<file path="config.mk">
export PLATFORM = sky130hd
export DESIGN_NAME = rpn_stack_evaluator_flat
export DESIGN_NICKNAME = d
export VERILOG_FILES = /design/src/rtl/core/rse_pkg.sv /design/src/rtl/core/rse_if.sv /design/src/rtl/core/rse_ram.sv /design/src/rtl/core/rse_alu.sv /design/src/rtl/core/rpn_stack_evaluator.sv /design/src/flat_wrapper.sv
export SDC_FILE = /design/constraint.sdc
export NUM_CORES = 2
export LEC_CHECK = 0
export ABC_AREA = 1
export BUFFER_PORTS_ARGS = -buffer_cell sky130_fd_sc_hd__buf_2
export CAP_MARGIN = 20
export CORE_UTILIZATION = 44
export DETAILED_ROUTE_END_ITERATION = 10
export GPL_TIMING_DRIVEN = 0
export PLACE_DENSITY = 0.63
export REMOVE_ABC_BUFFERS = 1
export SYNTH_ARGS = -nofsm -noshare
export SYNTH_HDL_FRONTEND = slang
export SYNTH_SLANG_ARGS = --single-unit
</file>
<file path="constraint.sdc">
create_clock -name i_clk -period 11.55 [get_ports i_clk]
set_input_delay 2.31 -clock i_clk [delete_from_list [all_inputs] [get_ports i_clk]]
set_output_delay 2.31 -clock i_clk [all_outputs]
set_load 0.05 [all_outputs]
</file>
<file path="src/rtl/core/rse_pkg.sv">
package rse_pkg;

    // token characters
    localparam logic [7:0] TOK_ZERO  = 8'h30;  // '0'
    localparam logic [7:0] TOK_NINE  = 8'h39;  // '9'
    localparam logic [7:0] TOK_PLUS  = 8'h2B;  // '+'
    localparam logic [7:0] TOK_MINUS = 8'h2D;  // '-'
    localparam logic [7:0] TOK_STAR  = 8'h2A;  // '*'
    localparam logic [7:0] TOK_SLASH = 8'h2F;  // '/'

    // result status codes
    localparam logic [2:0] ST_OK      = 3'd0;
    localparam logic [2:0] ST_UNDER   = 3'd1;
    localparam logic [2:0] ST_OVER    = 3'd2;
    localparam logic [2:0] ST_DIVZ    = 3'd3;
    localparam logic [2:0] ST_UNKNOWN = 3'd4;

    typedef enum logic [1:0] {
        OP_ADD = 2'd0,
        OP_SUB = 2'd1,
        OP_MUL = 2'd2,
        OP_DIV = 2'd3
    } t_op;

    typedef struct packed {
        logic start;
        t_op  op;
    } t_alu_req;

    typedef struct packed {
        logic done;
        logic hit;   // result was clamped
        logic divz;  // zero divisor
    } t_alu_rsp;

    typedef struct packed {
        logic        hit;
        logic [31:0] val;
    } t_sat;

    localparam logic signed [64:0] SAT_MAX = 65'sh0_7FFF_FFFF;
    localparam logic signed [64:0] SAT_MIN = -65'sh0_8000_0000;

    // clamp a wide signed value into the 32-bit signed range
    function automatic t_sat sat32(input logic signed [64:0] v);
        t_sat s;
        s.hit = 1'b0;
        s.val = v[31:0];
        if (v > SAT_MAX) begin
            s.hit = 1'b1;
            s.val = 32'h7FFF_FFFF;
        end else if (v < SAT_MIN) begin
            s.hit = 1'b1;
            s.val = 32'h8000_0000;
        end
        return s;
    endfunction

endpackage

</file>
<file path="src/rtl/core/rse_if.sv">
interface rse_in_if;
    logic       valid;
    logic       ready;
    logic [7:0] token;
    logic       last;

    modport source (output valid, output token, output last, input ready);
    modport sink   (input valid, input token, input last, output ready);
endinterface

interface rse_out_if;
    logic               valid;
    logic               ready;
    logic signed [31:0] value;
    logic [2:0]         status;
    logic               saturated;

    modport source (output valid, output value, output status, output saturated, input ready);
    modport sink   (input valid, input value, input status, input saturated, output ready);
endinterface

</file>
<file path="src/rtl/core/rse_ram.sv">
module rse_ram #(
    parameter int WIDTH = 32,
    parameter int DEPTH = 16
) (
    input  logic                     i_clk,
    input  logic                     i_we,
    input  logic [$clog2(DEPTH)-1:0] i_waddr,
    input  logic [WIDTH-1:0]         i_wdata,
    input  logic [$clog2(DEPTH)-1:0] i_raddr,
    output logic [WIDTH-1:0]         o_rdata
);

    logic [WIDTH-1:0] r_mem [DEPTH];
    logic [WIDTH-1:0] r_rdata;

    always_ff @(posedge i_clk) begin
        if (i_we) begin
            r_mem[i_waddr] <= i_wdata;
        end
        r_rdata <= r_mem[i_raddr];
    end

    assign o_rdata = r_rdata;

endmodule

</file>
<file path="src/rtl/core/rse_alu.sv">
module rse_alu
    import rse_pkg::*;
#(
    parameter int FRAC_BITS = 16
) (
    input  logic               i_clk,
    input  logic               i_rst_n,
    input  t_alu_req           i_req,
    input  logic signed [31:0] i_a,      // first popped (top)
    input  logic signed [31:0] i_b,      // second popped
    output t_alu_rsp           o_rsp,
    output logic [31:0]        o_result
);

    localparam int NW  = 32 + FRAC_BITS;    // dividend width
    localparam int DCW = $clog2(NW + 1);

    localparam logic [2:0] AS_IDLE = 3'd0;
    localparam logic [2:0] AS_SUM  = 3'd1;
    localparam logic [2:0] AS_MUL  = 3'd2;
    localparam logic [2:0] AS_MULS = 3'd3;
    localparam logic [2:0] AS_DIV  = 3'd4;
    localparam logic [2:0] AS_DIVF = 3'd5;

    logic [2:0]         r_st;
    logic               r_done;
    logic               r_hit;
    logic               r_divz;
    logic [31:0]        r_res;
    t_op                r_op;
    logic signed [31:0] r_a;
    logic signed [31:0] r_b;
    logic signed [63:0] r_prod;
    logic [31:0]        r_rem;
    logic [NW-1:0]      r_q;
    logic [31:0]        r_d;
    logic               r_neg;
    logic [DCW-1:0]     r_cnt;

    logic [31:0]        abs_a;
    logic [31:0]        abs_b;
    logic signed [64:0] sum;
    logic signed [64:0] prod_sc;
    logic signed [64:0] quot;
    logic [64:0]        q_ext;
    logic [32:0]        rem_sh;
    logic               ge;
    t_sat               sat_sum;
    t_sat               sat_mul;
    t_sat               sat_div;

    assign abs_a = i_a[31] ? (~i_a + 32'd1) : i_a;
    assign abs_b = i_b[31] ? (~i_b + 32'd1) : i_b;

    assign sum = (r_op == OP_SUB) ? (65'(r_b) - 65'(r_a)) : (65'(r_b) + 65'(r_a));
    // arithmetic shift floors toward minus infinity
    assign prod_sc = 65'(r_prod >>> FRAC_BITS);
    assign q_ext   = 65'(r_q);
    assign quot    = r_neg ? -$signed(q_ext) : $signed(q_ext);

    // restoring divide, one quotient bit per cycle; remainder stays below the divisor
    assign rem_sh = {r_rem, r_q[NW-1]};
    assign ge     = (rem_sh >= {1'b0, r_d});

    assign sat_sum = sat32(sum);
    assign sat_mul = sat32(prod_sc);
    assign sat_div = sat32(quot);

    always_ff @(posedge i_clk) begin
        if (!i_rst_n) begin
            r_st   <= AS_IDLE;
            r_done <= 1'b0;
        end else begin
            r_done <= 1'b0;
            case (r_st)
                AS_IDLE: begin
                    if (i_req.start) begin
                        case (i_req.op)
                            OP_ADD:  r_st <= AS_SUM;
                            OP_SUB:  r_st <= AS_SUM;
                            OP_MUL:  r_st <= AS_MUL;
                            default: r_st <= AS_DIV;
                        endcase
                    end
                end
                AS_SUM: begin
                    r_done <= 1'b1;
                    r_st   <= AS_IDLE;
                end
                AS_MUL: begin
                    r_st <= AS_MULS;
                end
                AS_MULS: begin
                    r_done <= 1'b1;
                    r_st   <= AS_IDLE;
                end
                AS_DIV: begin
                    if (r_divz) begin
                        r_done <= 1'b1;
                        r_st   <= AS_IDLE;
                    end else if (r_cnt == DCW'(1)) begin
                        r_st <= AS_DIVF;
                    end
                end
                AS_DIVF: begin
                    r_done <= 1'b1;
                    r_st   <= AS_IDLE;
                end
                default: r_st <= AS_IDLE;
            endcase
        end
    end

    // datapath, no reset needed
    always_ff @(posedge i_clk) begin
        case (r_st)
            AS_IDLE: begin
                if (i_req.start) begin
                    r_a   <= i_a;
                    r_b   <= i_b;
                    r_op  <= i_req.op;
                    r_divz <= (i_req.op == OP_DIV) && (i_a == 32'sd0);
                    r_d   <= abs_a;
                    r_neg <= i_a[31] ^ i_b[31];
                    r_rem <= '0;
                    r_q   <= NW'(abs_b) << FRAC_BITS;
                    r_cnt <= DCW'(NW);
                end
            end
            AS_SUM: begin
                r_res <= sat_sum.val;
                r_hit <= sat_sum.hit;
            end
            AS_MUL: begin
                r_prod <= r_a * r_b;
            end
            AS_MULS: begin
                r_res <= sat_mul.val;
                r_hit <= sat_mul.hit;
            end
            AS_DIV: begin
                if (r_divz) begin
                    r_res <= '0;
                    r_hit <= 1'b0;
                end else begin
                    r_rem <= ge ? 32'(rem_sh - {1'b0, r_d}) : rem_sh[31:0];
                    r_q   <= {r_q[NW-2:0], ge};
                    r_cnt <= r_cnt - DCW'(1);
                end
            end
            AS_DIVF: begin
                r_res <= sat_div.val;
                r_hit <= sat_div.hit;
            end
            default: ;
        endcase
    end

    assign o_rsp.done = r_done;
    assign o_rsp.hit  = r_hit;
    assign o_rsp.divz = r_divz;
    assign o_result   = r_res;

endmodule

</file>
<file path="src/rtl/core/rpn_stack_evaluator.sv">
// Postfix (RPN) expression evaluator, signed fixed point, FRAC_BITS fraction bits.
// Input channel i_in carries one character per item plus a last flag.
// '1'..'9' push a digit; '+', '-', '*', '/' pop two and push the result
// (second popped op first popped). Anything else is an unknown token.
// On an item with last set, one item leaves on o_out: top of stack, status
// (ok, underflow, overflow, divide by zero, unknown token) and a sticky
// saturated flag; the stack and error state then clear for the next expression.
// The first error is sticky; later tokens up to last are dropped.
// Per input item: digits, rejected tokens and tokens after an error are handled
// in the idle state. An operator is accepted, waits in S_RD for the stack RAM
// read of the entry under the top, then runs on the shared ALU in S_EXEC:
// add/sub, multiply, or divide (one quotient bit per cycle in the restoring
// divider; a zero divisor skips the quotient loop). A last item then passes to
// the finish state to load the output register.
// i_in.ready is high only while the sequencer is idle. If o_out is stalled
// with a result still held, the next result waits in the finish state and
// input stays blocked until the output register frees up.
// Reset clears the stack count, error and clamp state; stack RAM content is
// not cleared, and no entry is used before it is written.
module rpn_stack_evaluator
    import rse_pkg::*;
#(
    parameter int STACK_DEPTH = 16,
    parameter int FRAC_BITS   = 16
) (
    input  logic         i_clk,
    input  logic         i_rst_n,
    rse_in_if.sink       i_in,
    rse_out_if.source    o_out
);

    localparam int AW = $clog2(STACK_DEPTH);
    localparam int CW = $clog2(STACK_DEPTH + 1);

    // sequencer states
    localparam logic [1:0] S_IDLE = 2'd0;
    localparam logic [1:0] S_RD   = 2'd1;  // RAM read of second operand
    localparam logic [1:0] S_EXEC = 2'd2;  // ALU running
    localparam logic [1:0] S_FIN  = 2'd3;  // emit result

    logic [1:0]    r_state, n_state;
    logic [CW-1:0] r_count, n_count;
    logic [31:0]   r_top,   n_top;    // top of stack lives in a register
    logic [2:0]    r_err,   n_err;
    logic          r_clamp, n_clamp;
    logic          r_last,  n_last;
    t_op           r_op,    n_op;

    logic          r_ovalid;
    logic [31:0]   r_oval;
    logic [2:0]    r_ostat;
    logic          r_osat;

    logic          in_fire;
    logic          is_digit;
    logic          is_oper;
    t_op           tok_op;
    logic [3:0]    digit;
    t_sat          dig_sat;
    logic [1:0]    done_state;
    logic          out_load;
    logic [2:0]    fin_stat;

    logic          ram_we;
    logic [AW-1:0] ram_waddr;
    logic [AW-1:0] ram_raddr;
    logic [31:0]   ram_rdata;

    t_alu_req      alu_req;
    t_alu_rsp      alu_rsp;
    logic [31:0]   alu_res;

    assign in_fire = i_in.valid && i_in.ready;
    assign i_in.ready = (r_state == S_IDLE);

    // token decode
    assign is_digit = (i_in.token > TOK_ZERO) && (i_in.token <= TOK_NINE);
    assign is_oper  = (i_in.token == TOK_PLUS) || (i_in.token == TOK_MINUS) ||
                      (i_in.token == TOK_STAR) || (i_in.token == TOK_SLASH);
    assign digit    = i_in.token[3:0];
    assign dig_sat  = sat32($signed(65'(digit) << FRAC_BITS));

    always_comb begin
        case (i_in.token)
            TOK_PLUS:  tok_op = OP_ADD;
            TOK_MINUS: tok_op = OP_SUB;
            TOK_STAR:  tok_op = OP_MUL;
            default:   tok_op = OP_DIV;
        endcase
    end

    // RAM holds the entries below the top; the one under the top is count-2
    assign ram_waddr = AW'(r_count - CW'(1));
    assign ram_raddr = AW'(r_count - CW'(2));

    assign done_state = i_in.last ? S_FIN : S_IDLE;

    assign fin_stat = (r_err != ST_OK) ? r_err :
                      (r_count == '0)  ? ST_UNDER : ST_OK;

    always_comb begin
        n_state  = r_state;
        n_count  = r_count;
        n_top    = r_top;
        n_err    = r_err;
        n_clamp  = r_clamp;
        n_last   = r_last;
        n_op     = r_op;
        ram_we   = 1'b0;
        alu_req  = '0;
        out_load = 1'b0;
        case (r_state)
            S_IDLE: begin
                if (in_fire) begin
                    n_last  = i_in.last;
                    n_state = done_state;
                    if (r_err != ST_OK) begin
                        // sticky error: drop token
                    end else if (is_digit) begin
                        if (r_count >= CW'(STACK_DEPTH)) begin
                            n_err = ST_OVER;
                        end else begin
                            ram_we  = (r_count != '0);   // spill old top
                            n_top   = dig_sat.val;
                            n_clamp = r_clamp | dig_sat.hit;
                            n_count = r_count + CW'(1);
                        end
                    end else if (!is_oper) begin
                        n_err = ST_UNKNOWN;
                    end else if (r_count < CW'(2)) begin
                        n_err = ST_UNDER;
                    end else begin
                        n_op    = tok_op;
                        n_state = S_RD;
                    end
                end
            end
            S_RD: begin
                alu_req.start = 1'b1;
                alu_req.op    = r_op;
                n_state       = S_EXEC;
            end
            S_EXEC: begin
                if (alu_rsp.done) begin
                    n_top   = alu_res;
                    n_count = r_count - CW'(1);
                    n_clamp = r_clamp | alu_rsp.hit;
                    if (alu_rsp.divz) begin
                        n_err = ST_DIVZ;
                    end
                    n_state = r_last ? S_FIN : S_IDLE;
                end
            end
            S_FIN: begin
                if (!r_ovalid || o_out.ready) begin
                    out_load = 1'b1;
                    n_count  = '0;
                    n_err    = ST_OK;
                    n_clamp  = 1'b0;
                    n_state  = S_IDLE;
                end
            end
            default: n_state = S_IDLE;
        endcase
    end

    always_ff @(posedge i_clk) begin
        if (!i_rst_n) begin
            r_state  <= S_IDLE;
            r_count  <= '0;
            r_err    <= ST_OK;
            r_clamp  <= 1'b0;
            r_ovalid <= 1'b0;
        end else begin
            r_state <= n_state;
            r_count <= n_count;
            r_err   <= n_err;
            r_clamp <= n_clamp;
            if (out_load) begin
                r_ovalid <= 1'b1;
            end else if (o_out.ready) begin
                r_ovalid <= 1'b0;
            end
        end
    end

    always_ff @(posedge i_clk) begin
        r_top  <= n_top;
        r_last <= n_last;
        r_op   <= n_op;
        if (out_load) begin
            r_oval  <= (fin_stat == ST_OK) ? r_top : 32'd0;
            r_ostat <= fin_stat;
            r_osat  <= r_clamp;
        end
    end

    assign o_out.valid     = r_ovalid;
    assign o_out.value     = r_oval;
    assign o_out.status    = r_ostat;
    assign o_out.saturated = r_osat;

    rse_ram #(
        .WIDTH (32),
        .DEPTH (STACK_DEPTH)
    ) u_stack (
        .i_clk   (i_clk),
        .i_we    (ram_we),
        .i_waddr (ram_waddr),
        .i_wdata (r_top),
        .i_raddr (ram_raddr),
        .o_rdata (ram_rdata)
    );

    rse_alu #(
        .FRAC_BITS (FRAC_BITS)
    ) u_alu (
        .i_clk    (i_clk),
        .i_rst_n  (i_rst_n),
        .i_req    (alu_req),
        .i_a      (r_top),
        .i_b      (ram_rdata),
        .o_rsp    (alu_rsp),
        .o_result (alu_res)
    );

    // ALU only finishes while the sequencer waits on it
    a_done_in_exec: assert property (@(posedge i_clk) disable iff (!i_rst_n)
        alu_rsp.done |-> (r_state == S_EXEC))
        else $error("ALU done outside exec state");

    // emitting a result clears the expression state
    a_emit_clears: assert property (@(posedge i_clk) disable iff (!i_rst_n)
        out_load |=> (r_count == '0) && (r_err == ST_OK) && !r_clamp && o_out.valid)
        else $error("expression state not cleared after emit");

    // a good digit grows the stack by one
    a_push_count: assert property (@(posedge i_clk) disable iff (!i_rst_n)
        (in_fire && is_digit && (r_err == ST_OK) && (r_count < CW'(STACK_DEPTH)))
        |=> (r_count == $past(r_count) + CW'(1)))
        else $error("push did not advance stack count");

    a_count_bound: assert property (@(posedge i_clk) disable iff (!i_rst_n)
        r_count <= CW'(STACK_DEPTH))
        else $error("stack count beyond depth");

endmodule

</file>
<file path="src/flat_wrapper.sv">
// flat-port wrapper written by rule: the top's interface ports become plain ports
module rpn_stack_evaluator_flat import rse_pkg::*;
#(
    parameter int STACK_DEPTH = 16,
    parameter int FRAC_BITS   = 16
)
  (i_clk, i_rst_n, i_in_valid, i_in_token, i_in_last, i_in_ready, o_out_valid, o_out_value, o_out_status, o_out_saturated, o_out_ready);
  rse_in_if i_in_i ();
  rse_out_if o_out_i ();
  input  logic i_clk;
  input  logic i_rst_n;
  input wire logic [$bits(i_in_i.valid)-1:0] i_in_valid;
  input wire logic [$bits(i_in_i.token)-1:0] i_in_token;
  input wire logic [$bits(i_in_i.last)-1:0] i_in_last;
  output wire logic [$bits(i_in_i.ready)-1:0] i_in_ready;
  output wire logic [$bits(o_out_i.valid)-1:0] o_out_valid;
  output wire logic [$bits(o_out_i.value)-1:0] o_out_value;
  output wire logic [$bits(o_out_i.status)-1:0] o_out_status;
  output wire logic [$bits(o_out_i.saturated)-1:0] o_out_saturated;
  input wire logic [$bits(o_out_i.ready)-1:0] o_out_ready;
  assign i_in_i.valid = i_in_valid;
  assign i_in_i.token = i_in_token;
  assign i_in_i.last = i_in_last;
  assign i_in_ready = i_in_i.ready;
  assign o_out_valid = o_out_i.valid;
  assign o_out_value = o_out_i.value;
  assign o_out_status = o_out_i.status;
  assign o_out_saturated = o_out_i.saturated;
  assign o_out_i.ready = o_out_ready;
  rpn_stack_evaluator #(.STACK_DEPTH(STACK_DEPTH), .FRAC_BITS(FRAC_BITS)) u_core (.i_clk(i_clk), .i_rst_n(i_rst_n), .i_in(i_in_i), .o_out(o_out_i));
endmodule
</file>
Word-level counts from Yosys, hierarchy flattened --
Memories as Yosys holds them, arrays and structs flattened. A register that Yosys moved wholly into a read port is not among the register bits. Cells that the tools add are included.
Word-level totals: bits in writable memories 512, output and inout bits 38, memories kept 1, register bits 370
Memories:
- u_core.u_stack.r_mem | depth 16, bits a word 32, read ports 1, clocked after memory_dff 1, wr ports 1, line rse_ram.sv:13 | logic [WIDTH-1:0] r_mem [DEPTH];
Cells by class: bitwise logic cells 8, add/subtract/negate cells 10, multiplexer cells 88, $mul 1, reduce and logical (&&, ||, !) cells 33, order comparisons 13, equality and inequality tests 30
Operator list (number):
- $mux W32 | 10
- $mux W33 | 8
- $gt A65 B32 Y1 const B | 2
- $lt A65 B32 Y1 const B | 2
- $mux W65 | 2
- $pmux W32 S2 | 2
- $pmux W32 S4 | 1
- $mux W48 | 2
- $pmux W48 S2 | 1
- $neg A48 Y65 | 1
- $add A32 B1 Y32 const B | 2
- $mul A32 B32 Y64 | 1
- $not A32 Y32 | 2
- $gt A48 B32 Y1 const B | 1
- $lt A48 B32 Y1 const B | 1
- $mux W3 | 14
- $add A32 B32 Y33 | 1
- $ge A33 B32 Y1 | 1
- $sub A32 B32 Y33 | 1
- $eq A8 B6 Y1 const B | 4
- $logic_not A32 Y1 | 1
- $lt A21 B32 Y1 const B | 1
- $sub A32 B32 Y32 | 1
- $gt A20 B31 Y1 const B | 1
- other kinds (52) | 120

Longest topological paths before layout --
depth in word-level cells 9, gate-level depth with buffers 32

Hierarchy --
Synthesis repeated with hierarchy kept, for this count alone.
Unflattened totals: cells, all modules 9620, area, all modules 82852.0 µm²
Modules (own cells, without submodules):
- rse_alu | area an instance 56362.8 µm², cells an instance 7109, times used 1, sequential area each 8067.7 µm²
- rse_ram | area an instance 22748.1 µm², cells an instance 2122, times used 1, sequential area each 16015.4 µm²
- rpn_stack_evaluator | area an instance 3741.1 µm², cells an instance 389, times used 1, sequential area each 2372.3 µm²

Worst setup path before layout --
No wires, ideal clock.
path kind register to register, from reg u_core.u_alu.r_a[31], to reg u_core.u_alu.r_prod[62], data pin, arrival time 7772 ps, slack 3513 ps, setup time 265 ps, buffers on the path 2, cell stages (with the launch flop) 29, data required time 11285 ps, period minus slack after synthesis 8037 ps, path through edfxtp_1 -> clkbuf_1 -> clkbuf_1 -> nand2_1 -> inv_1 -> fa_1 -> inv_1 -> fa_1 -> inv_1 -> fa_1 -> fa_1 -> inv_1 -> fa_1 -> inv_1 -> fa_1 -> inv_1 -> fa_1 -> fa_1 -> inv_1 -> ha_1 -> a21oi_1 -> inv_1 -> a31oi_1 -> o21ai_0 -> nand3_1 -> nand2_1 -> a221oi_1 -> o21ai_0 -> xor2_1
Between the ends: cells in the longest elaborated chain, start to end 1
RTL lines:
- from (decl) | line rse_alu.sv:31 | logic signed [31:0] r_a;
- from (signal assigned) | line rse_alu.sv:119 | r_a <= i_a;
- $mul A32 B32 Y64 | line rse_alu.sv:135 | r_prod <= r_a * r_b;
- to (signal assigned) | line rse_alu.sv:135
- to (decl) | line rse_alu.sv:33 | logic signed [63:0] r_prod;
No other way between the ends. A chain may end at the register's enable or synchronous reset.

Worst setup path in the final report --
from reg u_core.u_alu.r_b[6], to reg u_core.u_alu.r_prod[62], data pin
Between the ends: cells in the longest elaborated chain, start to end 1
RTL lines:
- from (decl) | line rse_alu.sv:32 | logic signed [31:0] r_b;
- from (signal assigned) | line rse_alu.sv:120 | r_b <= i_b;
- $mul A32 B32 Y64 | line rse_alu.sv:135
No other way between the ends.

==> metrics.txt <==
Tcrit/Tclk final 85.7%; run status finished clean; Largest stage delay, worst path approximately 0.97 ns; measured slew at the worst slew-check pin between 1 and 1.5 ns; largest net degree at the start of global routing 147; Synth Area in Compound Gates under 10%; final hold vios 0; chip width roughly 430 um; CTS tree built; initial antenna violation count 5; Placed Area between 80,000 and 90,000 sq um; P&R area growth vs syn 11.2%; final layout net count about 10k; Post-Synthesis Cells 8,968; Mean Syn Cell Area about 9 sq um; GPL Wtd Cong around 0.95; crit path capture type flop; Worst-Skew Late Latency 0.67 ns; met1 usage 35.2%; drt wl/cell ~21 um; Hold Buf Count CTS 0; Detailed Route Iter0 Violations 5,658; Synth Area in XOR/XNOR approximately 2.3%; die footprint roughly 180,000 sq um; Post-Synth Adder-Cell Area between 30% and 40%; Tmin final between 9 and 10 ns; post-route DRC violation count 0; fmax around 100 MHz; most frequent cells in the layout 2,136 x inv_1, 1,855 x nand2_1, 1,083 x fa_1, 849 x edfxtp_1, 716 x nor2_1; clock transition at the registers of the reported paths 0.07 ns; clock sink count ~900; Yosys reg bits around 900; Crit Path Max Fanout 23; RSZ-0062 raised after global routing no; Vias 60.5k; data arrival time of the worst path 10.25 ns; Top FF cell, synth edfxtp_1; Die Ht roughly 430 um; Routed Antenna Nets 0; core area roughly 180,000 sq um; final std cell area, no fill between 80,000 and 90,000 sq um; # IOs 51; cts repair resizes 0; clock skew approximately 0.043 ns; gr usage total a little over a quarter; CTS Root Buffer Type clkbuf_16; Synth cell types between 50 and 60; Slew HR about a fifth; Setup CP Type flop to flop; crit start category flop; clk buf depth 3; vias per inst roughly 5.3; Slew Limit Fails 0; mux cell area share after synthesis 0%; H-tree levels 3; Pre-antenna DRT Iters 6; setup repair bufs after CTS 0; Worst EP required 11.91 ns; maxcap violations 0; synthesized area a little over 80,000 sq um; first-pass GRT wire length 369,000 um; dpl hpwl 187,000 um; largest family of logic cells by synthesized area adder cells; GR peak layer met2; starting density of the core approximately 44%; vias in the first global route ~62k; total grt overflow 0; ys async rst share 0%; PortBufs 50; final setup fails 0; met3 usage under 10%; share of cells above drive strength 1 roughly 5%; Post-Synth Simple-Gate Area between 10 and 15%; Post-synth EDFFs 849; pre-CTS setup slack between 1.5 and 2 ns; final WL 238,000 um; number of cell rows approximately 160; register area share after synthesis between 30% and 40%; Ys Warns 0; crit path max-delay cell type fa_1; worst hold path class flop to flop; Hold WS around 0.45 ns; Setup WS post-layout between 1.5 and 2 ns; commonest non-fill, non-tap cell in the layout inv_1; met2 usage a little over two fifths; Inserted Clock Buffers 88
[sequential cells by signal, indices dropped and copies added (netlist names), 32 cells and up]
signal / flops
u_core.o_out.value: 32
u_core.r_top: 32
u_core.u_stack.o_rdata: 32
u_core.u_stack.r_mem: 512
u_core.u_alu.r_rem: 32
u_core.u_alu.r_prod: 48
u_core.u_alu.r_q: 48
u_core.u_alu.r_a: 32
u_core.u_alu.o_result: 32
u_core.u_alu.r_b: 32
[final timing paths]
| path | cells past startpoint | from | to | slack [ns] |
|---|---|---|---|---|
| hold / removal | 0 | u_core.r_clamp | u_core.o_out.saturated | 0.45 |
| setup / recovery | 25 | u_core.u_alu.r_b[6] | u_core.u_alu.r_prod[62] | 1.65 |
| setup reg to reg | 25 | u_core.u_alu.r_b[6] | u_core.u_alu.r_prod[62] | 1.65 |
| hold reg to reg | 0 | u_core.r_clamp | u_core.o_out.saturated | 0.45 |
[Yosys cell counts (3+ instances only)]
master | n | area, sq um
nor2_2 | 10 | 62.6
ha_1 | 258 | 3230
a31oi_1 | 35 | 219
fa_1 | 1083 | 21700
nor3_1 | 52 | 260
xnor2_1 | 67 | 587
inv_1 | 2140 | 8030
o221ai_1 | 98 | 858
o22ai_1 | 36 | 225
a21o_1 | 7 | 52.6
nor4_1 | 21 | 131
nand3b_1 | 12 | 90.1
clkinv_1 | 3 | 11.3
nor2_4 | 3 | 33.8
nor2_1 | 742 | 2790
inv_2 | 6 | 22.5
o21ai_0 | 482 | 2410
xor2_1 | 149 | 1310
edfxtp_1 | 849 | 25500
clkbuf_1 | 334 | 1250
buf_6 | 7 | 78.8
a221oi_1 | 5 | 43.8
nor3_2 | 3 | 30.0
o21bai_1 | 11 | 82.6
nand2_1 | 1855 | 6960
nand4_1 | 42 | 263
o21ai_1 | 12 | 60.1
buf_1 | 43 | 161
a211oi_1 | 7 | 52.6
dfxtp_1 | 48 | 961
o21a_1 | 16 | 120
nand3_1 | 184 | 921
a21oi_1 | 228 | 1140
nand2_2 | 6 | 37.5
o311ai_0 | 3 | 26.3
or2_2 | 11 | 68.8
o211ai_1 | 39 | 293
buf_2 | 15 | 75.1
o31ai_1 | 8 | 60.1
a21boi_0 | 10 | 75.1
buf_4 | 3 | 22.5
nand3_2 | 6 | 60.1
[worst max-delay path, delay by kind of cell (launching register included)]
kind | cells | cell delay, ns
AOI/OAI and AO/OA | 1 | 0.51
DFF | 1 | 0.94
and+or+nand+nor | 5 | 1.23
xor gates and xnor gates | 1 | 0.12
buffers and inverters | 9 | 1.65
adders and majority gates | 9 | 5.06
[metrics by stage]
| stage | utilization [%] | setup TNS (ns) | std cells |
|---|---|---|---|
| after global placement | 45.3 | -7669.22 | 10985 |
| after global routing | 49.4 | 0 | 11316 |
| after CTS | 49.3 | 0 | 11309 |
| final | 49.4 | 0 | 11319 |
| after detailed placement | 47.7 | 0 | 11147 |
| after floorplan | - | -520.72 | 8565 |
[cell type report]
type	instances	area, sq um
Clock inverter	51	571
Multi-Input combinational cell	5519	44600
Fill cell	16535	91800
Inverter	2149	8080
Clock buffer	111	2350
Timing Repair Buffer	219	4490
Tap cell	2370	2970
Sequential cell	897	26500
Antenna cell	3	7.51
[kinds of logic after synthesis]
group / after synthesis
and+or+nand+nor: 2956
buffers and inverters: 2552
adders and majority gates: 1341
AOI/OAI and AO/OA: 1006
DFF: 897
xor gates and xnor gates: 216
[routing by layer]
layer	share of wire (%)	wire, um	up-vias
met5	0	0	-
met4	3.5	8230	0
met3	7.6	18200	437
met2	48	115000	2310
met1	41	97100	30528
li1	-	-	27264
Power is left out: the tool's default activity adds up to more than one toggle a clock period on the data nets, which glitch-free logic cannot reach.
